<file path="config.mk">
export PLATFORM = sky130hd
export DESIGN_NAME = tripwire_line_crossing_counter_top
export DESIGN_NICKNAME = d
export VERILOG_FILES = /design/src/sv/tlc_pkg.sv /design/src/sv/tlc_seg_test.sv /design/src/sv/tlc_flag_ram.sv /design/src/sv/tripwire_line_crossing_counter_top.sv
export SDC_FILE = /design/constraint.sdc
export NUM_CORES = 2
export LEC_CHECK = 0
export ABC_AREA = 1
export BUFFER_PORTS_ARGS = -buffer_cell sky130_fd_sc_hd__buf_2
export CORE_AREA = 2 2 288 290
export CTS_CLUSTER_SIZE = 20
export DETAILED_ROUTE_END_ITERATION = 8
export DIE_AREA = 0 0 290 292
export GPL_TIMING_DRIVEN = 0
export PLACE_DENSITY_LB_ADDON = 0.12
export SETUP_SLACK_MARGIN = 0.3
export SLEW_MARGIN = 20
export SYNTH_ARGS = -nofsm -noshare
export SYNTH_HDL_FRONTEND = slang
export SYNTH_SLANG_ARGS = --single-unit
export TNS_END_PERCENT = 1
</file>
<file path="constraint.sdc">
create_clock -name clock -period 16.9 [get_ports clock]
set_input_delay 1.69 -clock clock [delete_from_list [all_inputs] [get_ports clock]]
set_output_delay 1.69 -clock clock [all_outputs]
set_load 0.02 [all_outputs]
</file>
<file path="src/sv/tlc_pkg.sv">
// ============================================================================
// tlc_pkg
// Shared widths, register codes, reset values and types of the tripwire
// line crossing counter.
// ============================================================================
package tlc_pkg;

   localparam int COORD_BITS     = 10;
   localparam int DIFF_BITS      = COORD_BITS + 1;
   localparam int PROD_BITS      = 2 * DIFF_BITS;
   localparam int TRACK_ID_W     = 6;
   localparam int TRACK_IDS      = 1 << TRACK_ID_W;
   localparam int COUNT_W        = 16;
   localparam int DEF_MAX_TRACKS = 64;

   localparam int REQ_TDATA_W = 32;  // track_id, point_x, point_y, padded
   localparam int REQ_TUSER_W = 2;   // req_type, first_point
   localparam int RSP_TDATA_W = 24;  // crossed, direction_up, entered_count

   localparam int CSR_INDEX_W = 1;
   localparam logic [CSR_INDEX_W-1:0] CSR_REF_LINE_Y = 1'b0;
   localparam logic [CSR_INDEX_W-1:0] CSR_LINE_END_X = 1'b1;

   localparam logic [COORD_BITS-1:0] REF_LINE_Y_RESET = 10'd120;
   localparam logic [COORD_BITS-1:0] LINE_END_X_RESET = 10'd320;
   localparam logic [COUNT_W-1:0]    COUNT_MAX        = 16'hFFFF;

   localparam logic REQ_NEW_TRACK = 1'b0;

   // orientation of an ordered point triple
   localparam logic [1:0] ORI_COL = 2'd0;
   localparam logic [1:0] ORI_CW  = 2'd1;
   localparam logic [1:0] ORI_CCW = 2'd2;

   typedef struct packed {
      logic [COORD_BITS-1:0] ax;  // segment start (older point)
      logic [COORD_BITS-1:0] ay;
      logic [COORD_BITS-1:0] bx;  // segment end (newer point)
      logic [COORD_BITS-1:0] by;
      logic [COORD_BITS-1:0] ly;  // reference line row
      logic [COORD_BITS-1:0] ex;  // reference line right end
   } seg_type;

   typedef struct packed {
      logic    req_pt;   // trace point (else new-track clear)
      logic    test_en;  // a full segment is held and is to be tested
      logic    up;       // segment start lies below the line
      seg_type seg;
   } stage_type;

endpackage

</file>
<file path="src/sv/tlc_seg_test.sv">
// ============================================================================
// tlc_seg_test
// Two-stage segment against reference line intersection test: products,
// bounding-box compares and the line-based orientations on the first stage,
// the remaining orientation signs and final decision on registered values.
// ============================================================================
module tlc_seg_test (
   input  logic             clock,
   input  logic             adv,     // stage one item moves on
   input  tlc_pkg::seg_type seg,     // stage one segment and line
   output logic             meet     // registered segment meets the line
);
   import tlc_pkg::*;

   localparam int VW = PROD_BITS + 1;

   logic signed [DIFF_BITS-1:0] dy_ab, dx_ab, ly_by, neg_bx, ex_bx;
   logic signed [PROD_BITS-1:0] m1_in, m2_in, m3_in;
   logic [COORD_BITS-1:0]       min_x, max_x, min_y, max_y;
   logic [1:0]                  o3_in, o4_in;
   logic                        w1_in, w2_in, w3_in, w4_in;

   logic signed [PROD_BITS-1:0] m1_ff, m2_ff, m3_ff;
   logic [1:0]                  o3_ff, o4_ff;
   logic                        w1_ff, w2_ff, w3_ff, w4_ff;

   logic [VW-1:0] v1, v2;
   logic [1:0]    o1, o2;

   always_comb begin
      dy_ab  = $signed({1'b0, seg.by}) - $signed({1'b0, seg.ay});
      dx_ab  = $signed({1'b0, seg.bx}) - $signed({1'b0, seg.ax});
      ly_by  = $signed({1'b0, seg.ly}) - $signed({1'b0, seg.by});
      neg_bx = -$signed({1'b0, seg.bx});
      ex_bx  = $signed({1'b0, seg.ex}) - $signed({1'b0, seg.bx});
      m1_in  = dy_ab * neg_bx;
      m2_in  = dy_ab * ex_bx;
      m3_in  = dx_ab * ly_by;

      min_x = (seg.ax < seg.bx) ? seg.ax : seg.bx;
      max_x = (seg.ax < seg.bx) ? seg.bx : seg.ax;
      min_y = (seg.ay < seg.by) ? seg.ay : seg.by;
      max_y = (seg.ay < seg.by) ? seg.by : seg.ay;

      // line as the base: sign of -ex * (p.y - ly)
      if (seg.ex == '0 || seg.ay == seg.ly) begin
         o3_in = ORI_COL;
      end else if (seg.ay < seg.ly) begin
         o3_in = ORI_CW;
      end else begin
         o3_in = ORI_CCW;
      end
      if (seg.ex == '0 || seg.by == seg.ly) begin
         o4_in = ORI_COL;
      end else if (seg.by < seg.ly) begin
         o4_in = ORI_CW;
      end else begin
         o4_in = ORI_CCW;
      end

      w1_in = (min_x == '0) && (seg.ly >= min_y) && (seg.ly <= max_y);
      w2_in = (seg.ex >= min_x) && (seg.ex <= max_x) &&
              (seg.ly >= min_y) && (seg.ly <= max_y);
      w3_in = (seg.ax <= seg.ex) && (seg.ay == seg.ly);
      w4_in = (seg.bx <= seg.ex) && (seg.by == seg.ly);
   end

   always_ff @(posedge clock) begin
      if (adv) begin
         m1_ff <= m1_in;
         m2_ff <= m2_in;
         m3_ff <= m3_in;
         o3_ff <= o3_in;
         o4_ff <= o4_in;
         w1_ff <= w1_in;
         w2_ff <= w2_in;
         w3_ff <= w3_in;
         w4_ff <= w4_in;
      end
   end

   always_comb begin
      v1 = {m1_ff[PROD_BITS-1], m1_ff} - {m3_ff[PROD_BITS-1], m3_ff};
      v2 = {m2_ff[PROD_BITS-1], m2_ff} - {m3_ff[PROD_BITS-1], m3_ff};
      if (v1 == '0) begin
         o1 = ORI_COL;
      end else if (!v1[VW-1]) begin
         o1 = ORI_CW;
      end else begin
         o1 = ORI_CCW;
      end
      if (v2 == '0) begin
         o2 = ORI_COL;
      end else if (!v2[VW-1]) begin
         o2 = ORI_CW;
      end else begin
         o2 = ORI_CCW;
      end
      meet = ((o1 != o2) && (o3_ff != o4_ff)) ||
             ((o1 == ORI_COL) && w1_ff) ||
             ((o2 == ORI_COL) && w2_ff) ||
             ((o3_ff == ORI_COL) && w3_ff) ||
             ((o4_ff == ORI_COL) && w4_ff);
   end

endmodule

</file>
<file path="src/sv/tlc_flag_ram.sv">
// ============================================================================
// tlc_flag_ram
// Per-track crossed flag memory: one write port, one registered read port,
// forwarding of recent writes, and a clearing sweep after reset.
// ============================================================================
module tlc_flag_ram #(
   parameter int MAX_TRACKS = tlc_pkg::DEF_MAX_TRACKS,
   parameter int AW         = $clog2(MAX_TRACKS)
) (
   input  logic          clock,
   input  logic          reset,
   input  logic          rd_en,
   input  logic [AW-1:0] rd_addr,
   input  logic          wr_en,
   input  logic [AW-1:0] wr_addr,
   input  logic          wr_data,
   output logic          rd_flag,     // flag of the item last read
   output logic          clr_busy
);
   import tlc_pkg::*;

   logic flag_mem [MAX_TRACKS];

   logic          rd_data_ff;
   logic [AW-1:0] rd_addr_ff;
   logic          last_v_ff, last_v_in;
   logic [AW-1:0] last_addr_ff;
   logic          last_data_ff;
   logic          clr_busy_ff, clr_busy_in;
   logic [AW-1:0] clr_idx_ff, clr_idx_in;

   always_ff @(posedge clock) begin
      if (clr_busy_ff) begin
         flag_mem[clr_idx_ff] <= 1'b0;
      end else if (wr_en) begin
         flag_mem[wr_addr] <= wr_data;
      end
      if (rd_en) begin
         rd_data_ff <= flag_mem[rd_addr];
         rd_addr_ff <= rd_addr;
      end
      if (wr_en) begin
         last_addr_ff <= wr_addr;
         last_data_ff <= wr_data;
      end
   end

   always_comb begin
      last_v_in   = last_v_ff || wr_en;
      clr_busy_in = clr_busy_ff && (clr_idx_ff != AW'(MAX_TRACKS - 1));
      clr_idx_in  = clr_busy_ff ? clr_idx_ff + AW'(1) : clr_idx_ff;
   end

   always_ff @(posedge clock) begin
      if (reset) begin
         last_v_ff   <= 1'b0;
         clr_busy_ff <= 1'b1;
         clr_idx_ff  <= '0;
      end else begin
         last_v_ff   <= last_v_in;
         clr_busy_ff <= clr_busy_in;
         clr_idx_ff  <= clr_idx_in;
      end
   end

   // newest first: the write at this edge, then the last write, then memory
   always_comb begin
      if (wr_en && (wr_addr == rd_addr_ff)) begin
         rd_flag = wr_data;
      end else if (last_v_ff && (last_addr_ff == rd_addr_ff)) begin
         rd_flag = last_data_ff;
      end else begin
         rd_flag = rd_data_ff;
      end
   end

   assign clr_busy = clr_busy_ff;

endmodule

</file>
<file path="src/sv/tripwire_line_crossing_counter_top.sv">
// ============================================================================
// tripwire_line_crossing_counter_top
// Tests trace segments against a horizontal tripwire, reports the first
// crossing of each track with its direction and counts upward crossings.
//
//  channel | dir | handshake           | payload
//  --------+-----+---------------------+-------------------------------------
//  req     | in  | req_tvalid/tready   | tdata: track_id, point_x, point_y
//          |     |                     | tuser: req_type, first_point
//  rsp     | out | rsp_tvalid/tready   | tdata: crossed, direction_up,
//          |     |                     |        entered_count
//  csr     | in  | csr_valid/ready     | csr_index, csr_data
//
// One item per cycle while rsp is not stalled; a result passes stage one
// (flag read and products), stage two (decision and flag write) and then
// the output register. After reset all MAX_TRACKS flag memory entries are
// swept clear, during which req_tready is low. A stalled rsp holds the
// pipeline; req_tready stays high while the stage one slot can move on.
// ============================================================================
module tripwire_line_crossing_counter_top #(
   parameter int MAX_TRACKS = tlc_pkg::DEF_MAX_TRACKS
) (
   input  logic                               clock,
   input  logic                               reset,
   input  logic                               req_tvalid,
   output logic                               req_tready,
   // [5:0] track_id, [15:6] point_x, [25:16] point_y, [31:26] zero
   input  logic [tlc_pkg::REQ_TDATA_W-1:0]    req_tdata,
   // [0] req_type, [1] first_point
   input  logic [tlc_pkg::REQ_TUSER_W-1:0]    req_tuser,
   output logic                               rsp_tvalid,
   input  logic                               rsp_tready,
   // [0] crossed, [1] direction_up, [17:2] entered_count, [23:18] zero
   output logic [tlc_pkg::RSP_TDATA_W-1:0]    rsp_tdata,
   input  logic                               csr_valid,
   output logic                               csr_ready,
   input  logic [tlc_pkg::CSR_INDEX_W-1:0]    csr_index,
   input  logic [tlc_pkg::COORD_BITS-1:0]     csr_data
);
   import tlc_pkg::*;

   localparam int AW = $clog2(MAX_TRACKS);

   // input fields
   logic                  in_req_type, in_first;
   logic [TRACK_ID_W-1:0] in_tid;
   logic [COORD_BITS-1:0] in_x, in_y;
   logic [AW-1:0]         tid_lut [TRACK_IDS];
   logic [AW-1:0]         in_addr;

   // configuration
   logic [COORD_BITS-1:0] ref_line_y_ff, line_end_x_ff;

   // point history
   logic [COORD_BITS-1:0] older_x_ff, older_y_ff, newer_x_ff, newer_y_ff;
   logic [1:0]            points_seen_ff, points_seen_in;

   // pipeline
   logic          req_fire, adv1, adv2;
   logic          s1_v_ff, s1_v_in, s2_v_ff, s2_v_in;
   stage_type     s1_ff, s1_in;
   logic [AW-1:0] s1_addr_ff, s2_addr_ff;
   logic          s2_req_pt_ff, s2_test_en_ff, s2_up_ff, s2_flag_ff;
   logic          meet, s2_hit, wr_en;
   logic          rd_flag, clr_busy;

   logic [COUNT_W-1:0] entry_total_ff, entry_total_in;
   logic               rsp_v_ff, rsp_v_in;
   logic               rsp_crossed_ff, rsp_dir_ff;
   logic [COUNT_W-1:0] rsp_count_ff;

   // track id wraps modulo MAX_TRACKS
   for (genvar g = 0; g < TRACK_IDS; g++) begin : g_tid
      assign tid_lut[g] = AW'(g % MAX_TRACKS);
   end

   always_comb begin
      in_tid      = req_tdata[TRACK_ID_W-1:0];
      in_x        = req_tdata[TRACK_ID_W +: COORD_BITS];
      in_y        = req_tdata[TRACK_ID_W + COORD_BITS +: COORD_BITS];
      in_req_type = req_tuser[0];
      in_first    = req_tuser[1];
      in_addr     = tid_lut[in_tid];
   end

   // handshakes and stage advance
   always_comb begin
      adv2       = s2_v_ff && (!rsp_v_ff || rsp_tready);
      adv1       = s1_v_ff && (!s2_v_ff || adv2);
      req_tready = !clr_busy && (!s1_v_ff || adv1);
      req_fire   = req_tvalid && req_tready;
      csr_ready  = 1'b1;
      s1_v_in    = req_fire || (s1_v_ff && !adv1);
      s2_v_in    = adv1 || (s2_v_ff && !adv2);
      rsp_v_in   = adv2 || (rsp_v_ff && !rsp_tready);
   end

   // stage one load and history advance
   always_comb begin
      s1_in.req_pt  = (in_req_type != REQ_NEW_TRACK);
      s1_in.test_en = s1_in.req_pt && !in_first && (points_seen_ff == 2'd2);
      s1_in.up      = (older_y_ff > ref_line_y_ff);
      s1_in.seg.ax  = older_x_ff;
      s1_in.seg.ay  = older_y_ff;
      s1_in.seg.bx  = newer_x_ff;
      s1_in.seg.by  = newer_y_ff;
      s1_in.seg.ly  = ref_line_y_ff;
      s1_in.seg.ex  = line_end_x_ff;
      if (in_first) begin
         points_seen_in = 2'd1;
      end else if (points_seen_ff != 2'd2) begin
         points_seen_in = points_seen_ff + 2'd1;
      end else begin
         points_seen_in = points_seen_ff;
      end
   end

   // stage two decision
   always_comb begin
      s2_hit = s2_test_en_ff && !s2_flag_ff && meet;
      wr_en  = adv2 && (!s2_req_pt_ff || s2_hit);
      if (adv2 && s2_hit && s2_up_ff && (entry_total_ff != COUNT_MAX)) begin
         entry_total_in = entry_total_ff + COUNT_W'(1);
      end else begin
         entry_total_in = entry_total_ff;
      end
   end

   always_ff @(posedge clock) begin
      if (reset) begin
         ref_line_y_ff  <= REF_LINE_Y_RESET;
         line_end_x_ff  <= LINE_END_X_RESET;
         older_x_ff     <= '0;
         older_y_ff     <= '0;
         newer_x_ff     <= '0;
         newer_y_ff     <= '0;
         points_seen_ff <= '0;
         entry_total_ff <= '0;
         s1_v_ff        <= 1'b0;
         s2_v_ff        <= 1'b0;
         rsp_v_ff       <= 1'b0;
      end else begin
         if (csr_valid && csr_ready) begin
            case (csr_index)
               CSR_REF_LINE_Y: ref_line_y_ff <= csr_data;
               CSR_LINE_END_X: line_end_x_ff <= csr_data;
               default: ;
            endcase
         end
         if (req_fire && s1_in.req_pt) begin
            older_x_ff     <= newer_x_ff;
            older_y_ff     <= newer_y_ff;
            newer_x_ff     <= in_x;
            newer_y_ff     <= in_y;
            points_seen_ff <= points_seen_in;
         end
         entry_total_ff <= entry_total_in;
         s1_v_ff        <= s1_v_in;
         s2_v_ff        <= s2_v_in;
         rsp_v_ff       <= rsp_v_in;
      end
   end

   always_ff @(posedge clock) begin
      if (req_fire) begin
         s1_ff      <= s1_in;
         s1_addr_ff <= in_addr;
      end
      if (adv1) begin
         s2_addr_ff    <= s1_addr_ff;
         s2_req_pt_ff  <= s1_ff.req_pt;
         s2_test_en_ff <= s1_ff.test_en;
         s2_up_ff      <= s1_ff.up;
         s2_flag_ff    <= rd_flag;
      end
      if (adv2) begin
         rsp_crossed_ff <= s2_hit;
         rsp_dir_ff     <= s2_hit && s2_up_ff;
         rsp_count_ff   <= entry_total_in;
      end
   end

   tlc_flag_ram #(
      .MAX_TRACKS (MAX_TRACKS),
      .AW         (AW)
   ) u_flag_ram (
      .clock    (clock),
      .reset    (reset),
      .rd_en    (req_fire),
      .rd_addr  (in_addr),
      .wr_en    (wr_en),
      .wr_addr  (s2_addr_ff),
      .wr_data  (s2_req_pt_ff),
      .rd_flag  (rd_flag),
      .clr_busy (clr_busy)
   );

   tlc_seg_test u_seg_test (
      .clock (clock),
      .adv   (adv1),
      .seg   (s1_ff.seg),
      .meet  (meet)
   );

   assign rsp_tvalid = rsp_v_ff;
   assign rsp_tdata  = {(RSP_TDATA_W - COUNT_W - 2)'(0), rsp_count_ff,
                        rsp_dir_ff, rsp_crossed_ff};

   a_no_accept_while_clearing : assert property (
      @(posedge clock) disable iff (reset) clr_busy |-> !req_tready)
      else $error("item accepted during flag clearing sweep");

   a_count_never_drops : assert property (
      @(posedge clock) disable iff (reset)
      !$past(reset) |-> entry_total_ff >= $past(entry_total_ff))
      else $error("entry count decreased");

   a_count_step_one : assert property (
      @(posedge clock) disable iff (reset)
      !$past(reset) |-> (entry_total_ff - $past(entry_total_ff)) <= COUNT_W'(1))
      else $error("entry count jumped by more than one");

   a_dir_needs_cross : assert property (
      @(posedge clock) disable iff (reset)
      (rsp_v_ff && rsp_dir_ff) |-> rsp_crossed_ff)
      else $error("direction reported without a crossing");

endmodule
</file>
# Yosys cells after proc, flatten, opt, wreduce, memory -nomap -nowiden
# Memory sizes are Yosys's and may differ from the RTL's. A register that Yosys moved wholly into a read port is not among the register bits.
# Index checks and enable logic that the tools add are counted.
# totals
out_inout_bits,27
in_bits,50
romBits,384
regBits,267
mem_bits_rw,64
n_memories,2
# mem_list
name,words,word_bits,read_ports,rd_ports_with_merged_regs,wr,line_no,text
(name not given),64,6,1,0,0,tripwire_line_crossing_counter_top.sv:83,in_addr = tid_lut[in_tid];
u_flag_ram.flag_mem,64,1,1,1,1,tlc_flag_ram.sv:22,logic flag_mem [MAX_TRACKS];
# classes
n_reduce_logical,69
multipliers,3
n_mux,25
bitwise_logic,2
add_sub_neg,10
eq_ne,10
n_lt_le_gt_ge,12
# op_table
op,n
multiplier 11 x 11 -> 22 bit,3
logical NOT 23 bit,2
subtractor 22 x 22 -> 23 bit,2
subtractor 10 x 10 -> 11 bit,4
<= comparator 10 bit,4
< comparator 10 bit,4
2-to-1 mux 10 bit,4
logical AND 1 bit,32
equality test 10 bit,2
>= comparator 10 bit,2
logical NOT 10 bit,2
2-to-1 mux 6 bit,3
adder 16 x 1 -> 16 bit (second input constant),1
2-to-1 mux 16 bit,1
2-to-1 mux 2 bit,8
!= test 16 bit (second input constant),1
logical OR 1 bit,14
equality test 6 bit,2
negation 10 -> 11 bit,1
> comparator 10 bit,1
logical NOT 1 bit,10
2-to-1 mux 1 bit,9
logical NOT 2 bit,4
>= comparator 7 bit (second input constant),1
11 further kinds,14

# Depth between registers and ports, before layout
# logic_depth
depth_word,17
mapped_depth,42
mapped_depth_nobuf,41

# By module
# Synthesis repeated with hierarchy kept, for this count alone.
# hier_totals
cells_unflattened,4198
area_unflattened_um2,34368.0
# by_module_without_submodules
module,area_per_inst_um2,instances,cells_per_inst
tlc_seg_test,23653.9,1,3162
tripwire_line_crossing_counter_top,6651.4,1,618
tlc_flag_ram,4062.6,1,418

# Worst setup path after synthesis
# OpenSTA, ideal clock, no wires.
# synth_path
path_kind,flip-flop to flip-flop
startpoint,register s1_ff[30] (netlist name)
endpoint,"register u_seg_test.m3_ff[21], data pin"
synth_period_minus_slack_ps,6980
arrival_ps,6721
setup_slack_ps,9920
n_path_buf,1
t_required_ps,16640
setup_time_ps,260
stages_incl_launch_ff,40
cell_sequence,edfxtp_1 > inv_1 > clkbuf_1 > ha_1 > o21ai_0 > nand2_1 > nand2_1 > a21oi_1 > or2_2 > nand2_1 > a21oi_1 > xor2_1 > nand2_1 > fa_1 > inv_1 > fa_1 > inv_1 > fa_1 > [4 not listed] > inv_1 > ha_1 > nand2_1 > nor2_1 > nand2_1 > o211ai_1 > a31oi_1 > o21ai_0 > nand2_1 > nand2_1 > a21oi_1 > inv_1 > a21oi_1 > o21bai_1 > nand2_1 > nand2_1 > a21oi_1 > xnor2_1
# synth_via
elab_chain_cells,2
# synth_rtl
element,line_no,text
from (decl),tripwire_line_crossing_counter_top.sv:61,"stage_type s1_ff, s1_in;"
from (signal assigned),tripwire_line_crossing_counter_top.sv:166,s1_ff <= s1_in;
subtractor 10 x 10 -> 11 bit,tlc_seg_test.sv:32,"dx_ab = $signed({1'b0, seg.bx}) - $signed({1'b0, seg.ax});"
multiplier 11 x 11 -> 22 bit,tlc_seg_test.sv:38,m3_in = dx_ab * ly_by;
via u_seg_test.m3_in[21],tlc_seg_test.sv:18,"logic signed [PROD_BITS-1:0] m1_in, m2_in, m3_in;"
to (signal assigned),tlc_seg_test.sv:72,m3_ff <= m3_in;
to (decl),tlc_seg_test.sv:23,"logic signed [PROD_BITS-1:0] m1_ff, m2_ff, m3_ff;"
# The timed path passes the listed nets, and every way through them passes these cells.
# A chain may end at the register's enable or synchronous reset.

# Worst setup path after layout
# layout_path
startpoint,register s1_ff[20] (netlist name)
endpoint,"register u_seg_test.m2_ff[21], data pin"
# layout_via
elab_chain_cells,2
# layout_rtl
element,line_no,text
subtractor 10 x 10 -> 11 bit,tlc_seg_test.sv:31,"dy_ab = $signed({1'b0, seg.by}) - $signed({1'b0, seg.ay});"
multiplier 11 x 11 -> 22 bit,tlc_seg_test.sv:37,m2_in = dy_ab * ex_bx;
via u_seg_test.m2_in[21],tlc_seg_test.sv:18,
to (signal assigned),tlc_seg_test.sv:71,m2_ff <= m2_in;
to (decl),tlc_seg_test.sv:23,
# The timed path passes the listed nets, and every way through them passes these cells.

==> impl_metrics.env <==
export IMPL_grt_max_degree=50
export IMPL_hold_buffers=0
export IMPL_rsz0062_at_grt="false"
export IMPL_fp_dieArea_mm2=0.08468
export IMPL_endpoint_kind="flop"
export IMPL_crit_arrival_ps=8980
export IMPL_yosysUniqueCellTypes=59
export IMPL_cts_max_level=2
export IMPL_drive_above_1_share_pct=5.400
export IMPL_crit_start="s1_ff[20]$_DFFE_PP_"
export IMPL_setup_viol=0
export IMPL_start_util_pct=40.58
export IMPL_slew_headroom_pct=33.55
export IMPL_maxCapViolations=0
export IMPL_leakagePower_uw=0.01730
export IMPL_fin_nets=4750
export IMPL_period_needed_ps=8652
export IMPL_placed_area_mm2=0.03491
export IMPL_worst_clock_skew_ps=50.25
export IMPL_status="complete, no violations"
export IMPL_clkLatencyLatePin_ps=590
export IMPL_cts_resized=0
export IMPL_grt_overflow_total=0
export IMPL_grt_pass1_vias=25580
export IMPL_die_h_um=292
export IMPL_io_buffer_count=62
export IMPL_postRouteWirelength_um=88440
export IMPL_vias=25170
export IMPL_clkSlewWorstSetupHoldPaths_ps=60
export IMPL_drc_errors=0
export IMPL_crit_path_top_delay_cell="clkbuf_1"
export IMPL_antenna_found_initial=1
export IMPL_min_path_type="flop to flop"
export IMPL_gp_congestion=0.8764
export IMPL_fin_crit_sh_pct=51.20
export IMPL_post_cts_repair_setup_buffers=0
export IMPL_r2r_start="s1_ff[20]$_DFFE_PP_"
export IMPL_n_antenna_cell=0
export IMPL_syn_area_per_cell_um2=8.421
export IMPL_async_flop_share_pct=0
export IMPL_final_cell_area_mm2=0.03623
export IMPL_tightest_slew_ps=995.7
export IMPL_cts_sinks=332
export IMPL_hold_viol_final=0
export IMPL_ant_nets=0
export IMPL_drtIter0Drc=1277
export IMPL_power_density_mw_per_mm2=49.47
export IMPL_numCtsBuffers=39
export IMPL_critPathMaxStageDelay_ps=540
export IMPL_power_total_uw=1792
export IMPL_dpl_hpwl_um=72830
export IMPL_drt_first_pass_iters=5
export IMPL_worst_path_most_repeated_cell="inv_1"
export IMPL_core_area_mm2=0.08158
export IMPL_wl_per_cell_um=17.19
export IMPL_critPathKind="flop to flop"
export IMPL_crit_required_ps=17230
export IMPL_grt_pass1_wl_um=140900
export IMPL_ctsLongestPathBuffers=3
export IMPL_rows=105
export IMPL_synth_ff_type="edfxtp_1"
export IMPL_grt_total_usage_pct=21.29
export IMPL_synth_seq_cells=332
export IMPL_ys_seq_area_share_pct=27.42
export IMPL_max_freq_ghz=0.1156
export IMPL_cts_tree="yes"
export IMPL_hold_start="s1_ff[62]$_DFFE_PP_"
export IMPL_clockRootBuffer="clkbuf_16"
export IMPL_area_growth_pct=9.438
export IMPL_via_per_inst=4.892
export IMPL_cp_max_fo=10
export IMPL_yosys_warnings=0
export IMPL_pin_count=77
export IMPL_slew_violations=0
export IMPL_netlist_area_mm2=0.03310
export IMPL_syn_inst=3931
export IMPL_fin_setup_tns_ps=0
export IMPL_ir_worst_vdd_v=0.00008043
export IMPL_die_w_um=290
export IMPL_synth_edf_count=243
export IMPL_startpoint_type="flop"
-- state kept, by name (all words and copies together) (netlist names), 16 cells and up --
signal	cells
u_flag_ram.flag_mem	64
s1_ff	63
u_seg_test.m1_ff	22
u_seg_test.m2_ff	22
u_seg_test.m3_ff	22
entry_total_ff	16
rsp_count_ff	16
-- kinds of logic (layout without fill, tap and decap cells) --
| family | Yosys count | after routing | share of synthesized area (%) |
|---|---|---|---|
| AOI/OAI and AO/OA | 433 | 433 | 7.249 |
| xor gates and xnor gates | 120 | 120 | 3.175 |
| adders and majority gates | 656 | 656 | 32.94 |
| buffers and inverters | 889 | 1027 | 10.21 |
| DFF | 332 | 332 | 27.42 |
| other | 2 | 7 | 0.02269 |
| and+or+nand+nor | 1499 | 1499 | 18.98 |
-- worst max-delay path, delay by kind of cell, from the launching register on --
| kind | cells | cell delay (ps) |
|---|---|---|
| buf+inv | 10 | 1380 |
| compound gates | 7 | 1510 |
| flops | 1 | 480 |
| simple gates | 10 | 1340 |
| xor+xnor | 1 | 300 |
| fa+ha+maj | 8 | 3350 |
-- layout by cell type (no fill, tap or decap), types with 79 or more instances in the layout --
master | Yosys | final
o21ai_0 | 147 | 147
edfxtp_1 | 243 | 243
a21oi_1 | 201 | 200
inv_1 | 796 | 794
fa_1 | 359 | 359
ha_1 | 297 | 297
xor2_1 | 79 | 79
dfxtp_1 | 89 | 89
nand3_1 | 89 | 89
nor2_1 | 484 | 483
nand2_1 | 776 | 776
-- report_power, final --
group	internal (uW)	switching [uW]
Clock	502	368
Sequential	869	2.93
Combinational	16.0	35.0
Total	1390	406
-- through the flow --
step	std cells	setup WS, ps	hold slack (ps)	utilization (%)
global placement	5068	7366	401.8	42.62
global route	5144	7640	430.9	44.41
finish	5144	8248	422.3	44.41
floorplan	3936	9920	400.3	-
CTS	5144	8165	420.0	44.41
detailed placement	5073	8170	405.7	42.79
-- Yosys cell counts (all sizes together) (24+ instances only) --
cell    instances  area [um2]
ha            297        3716
xor2           79       691.9
fa            359        7187
nand4          42       382.9
edfxtp        243        7297
xnor2          41       359.1
inv           806        3025
nor3           29       155.2
nand3          97       533.0
o21ai         152       802.0
dfxtp          89        1782
or2            24       150.1
clkbuf         60       225.2
nand2         793        3044
a21oi         202        1015
nor2          488        1842
-- cell type report --
| class | instances | area, um2 |
|---|---|---|
| well taps | 1070 | 1339 |
| multi-input cells | 2715 | 20680 |
| flip-flops and latches | 332 | 9079 |
| clock buffers | 54 | 1115 |
| clock inverters | 17 | 205.2 |
| repair buffers | 67 | 425.4 |
| plain buffers | 74 | 320.3 |
| inverters | 815 | 3062 |
| fillers | 8196 | 45360 |
-- worst paths after layout --
path / slack, ps / endpoint / cells past startpoint
hold / removal: 420 / s2_req_pt_ff$_DFFE_PP_ / 0
setup / recovery: 8250 / u_seg_test.m2_ff[21]$_DFFE_PP_ / 36
hold reg to reg: 420 / s2_req_pt_ff$_DFFE_PP_ / 0
setup reg to reg: 8250 / u_seg_test.m2_ff[21]$_DFFE_PP_ / 36
-- per-layer routing --
metal | wire (um) | global-route usage, %
met1 | 41800 | 28.80
met2 | 40830 | 36.15
met3 | 3307 | 2.299
met4 | 2491 | 6.148
met5 | 13 | 0
(Power assumes the default switching activity.)
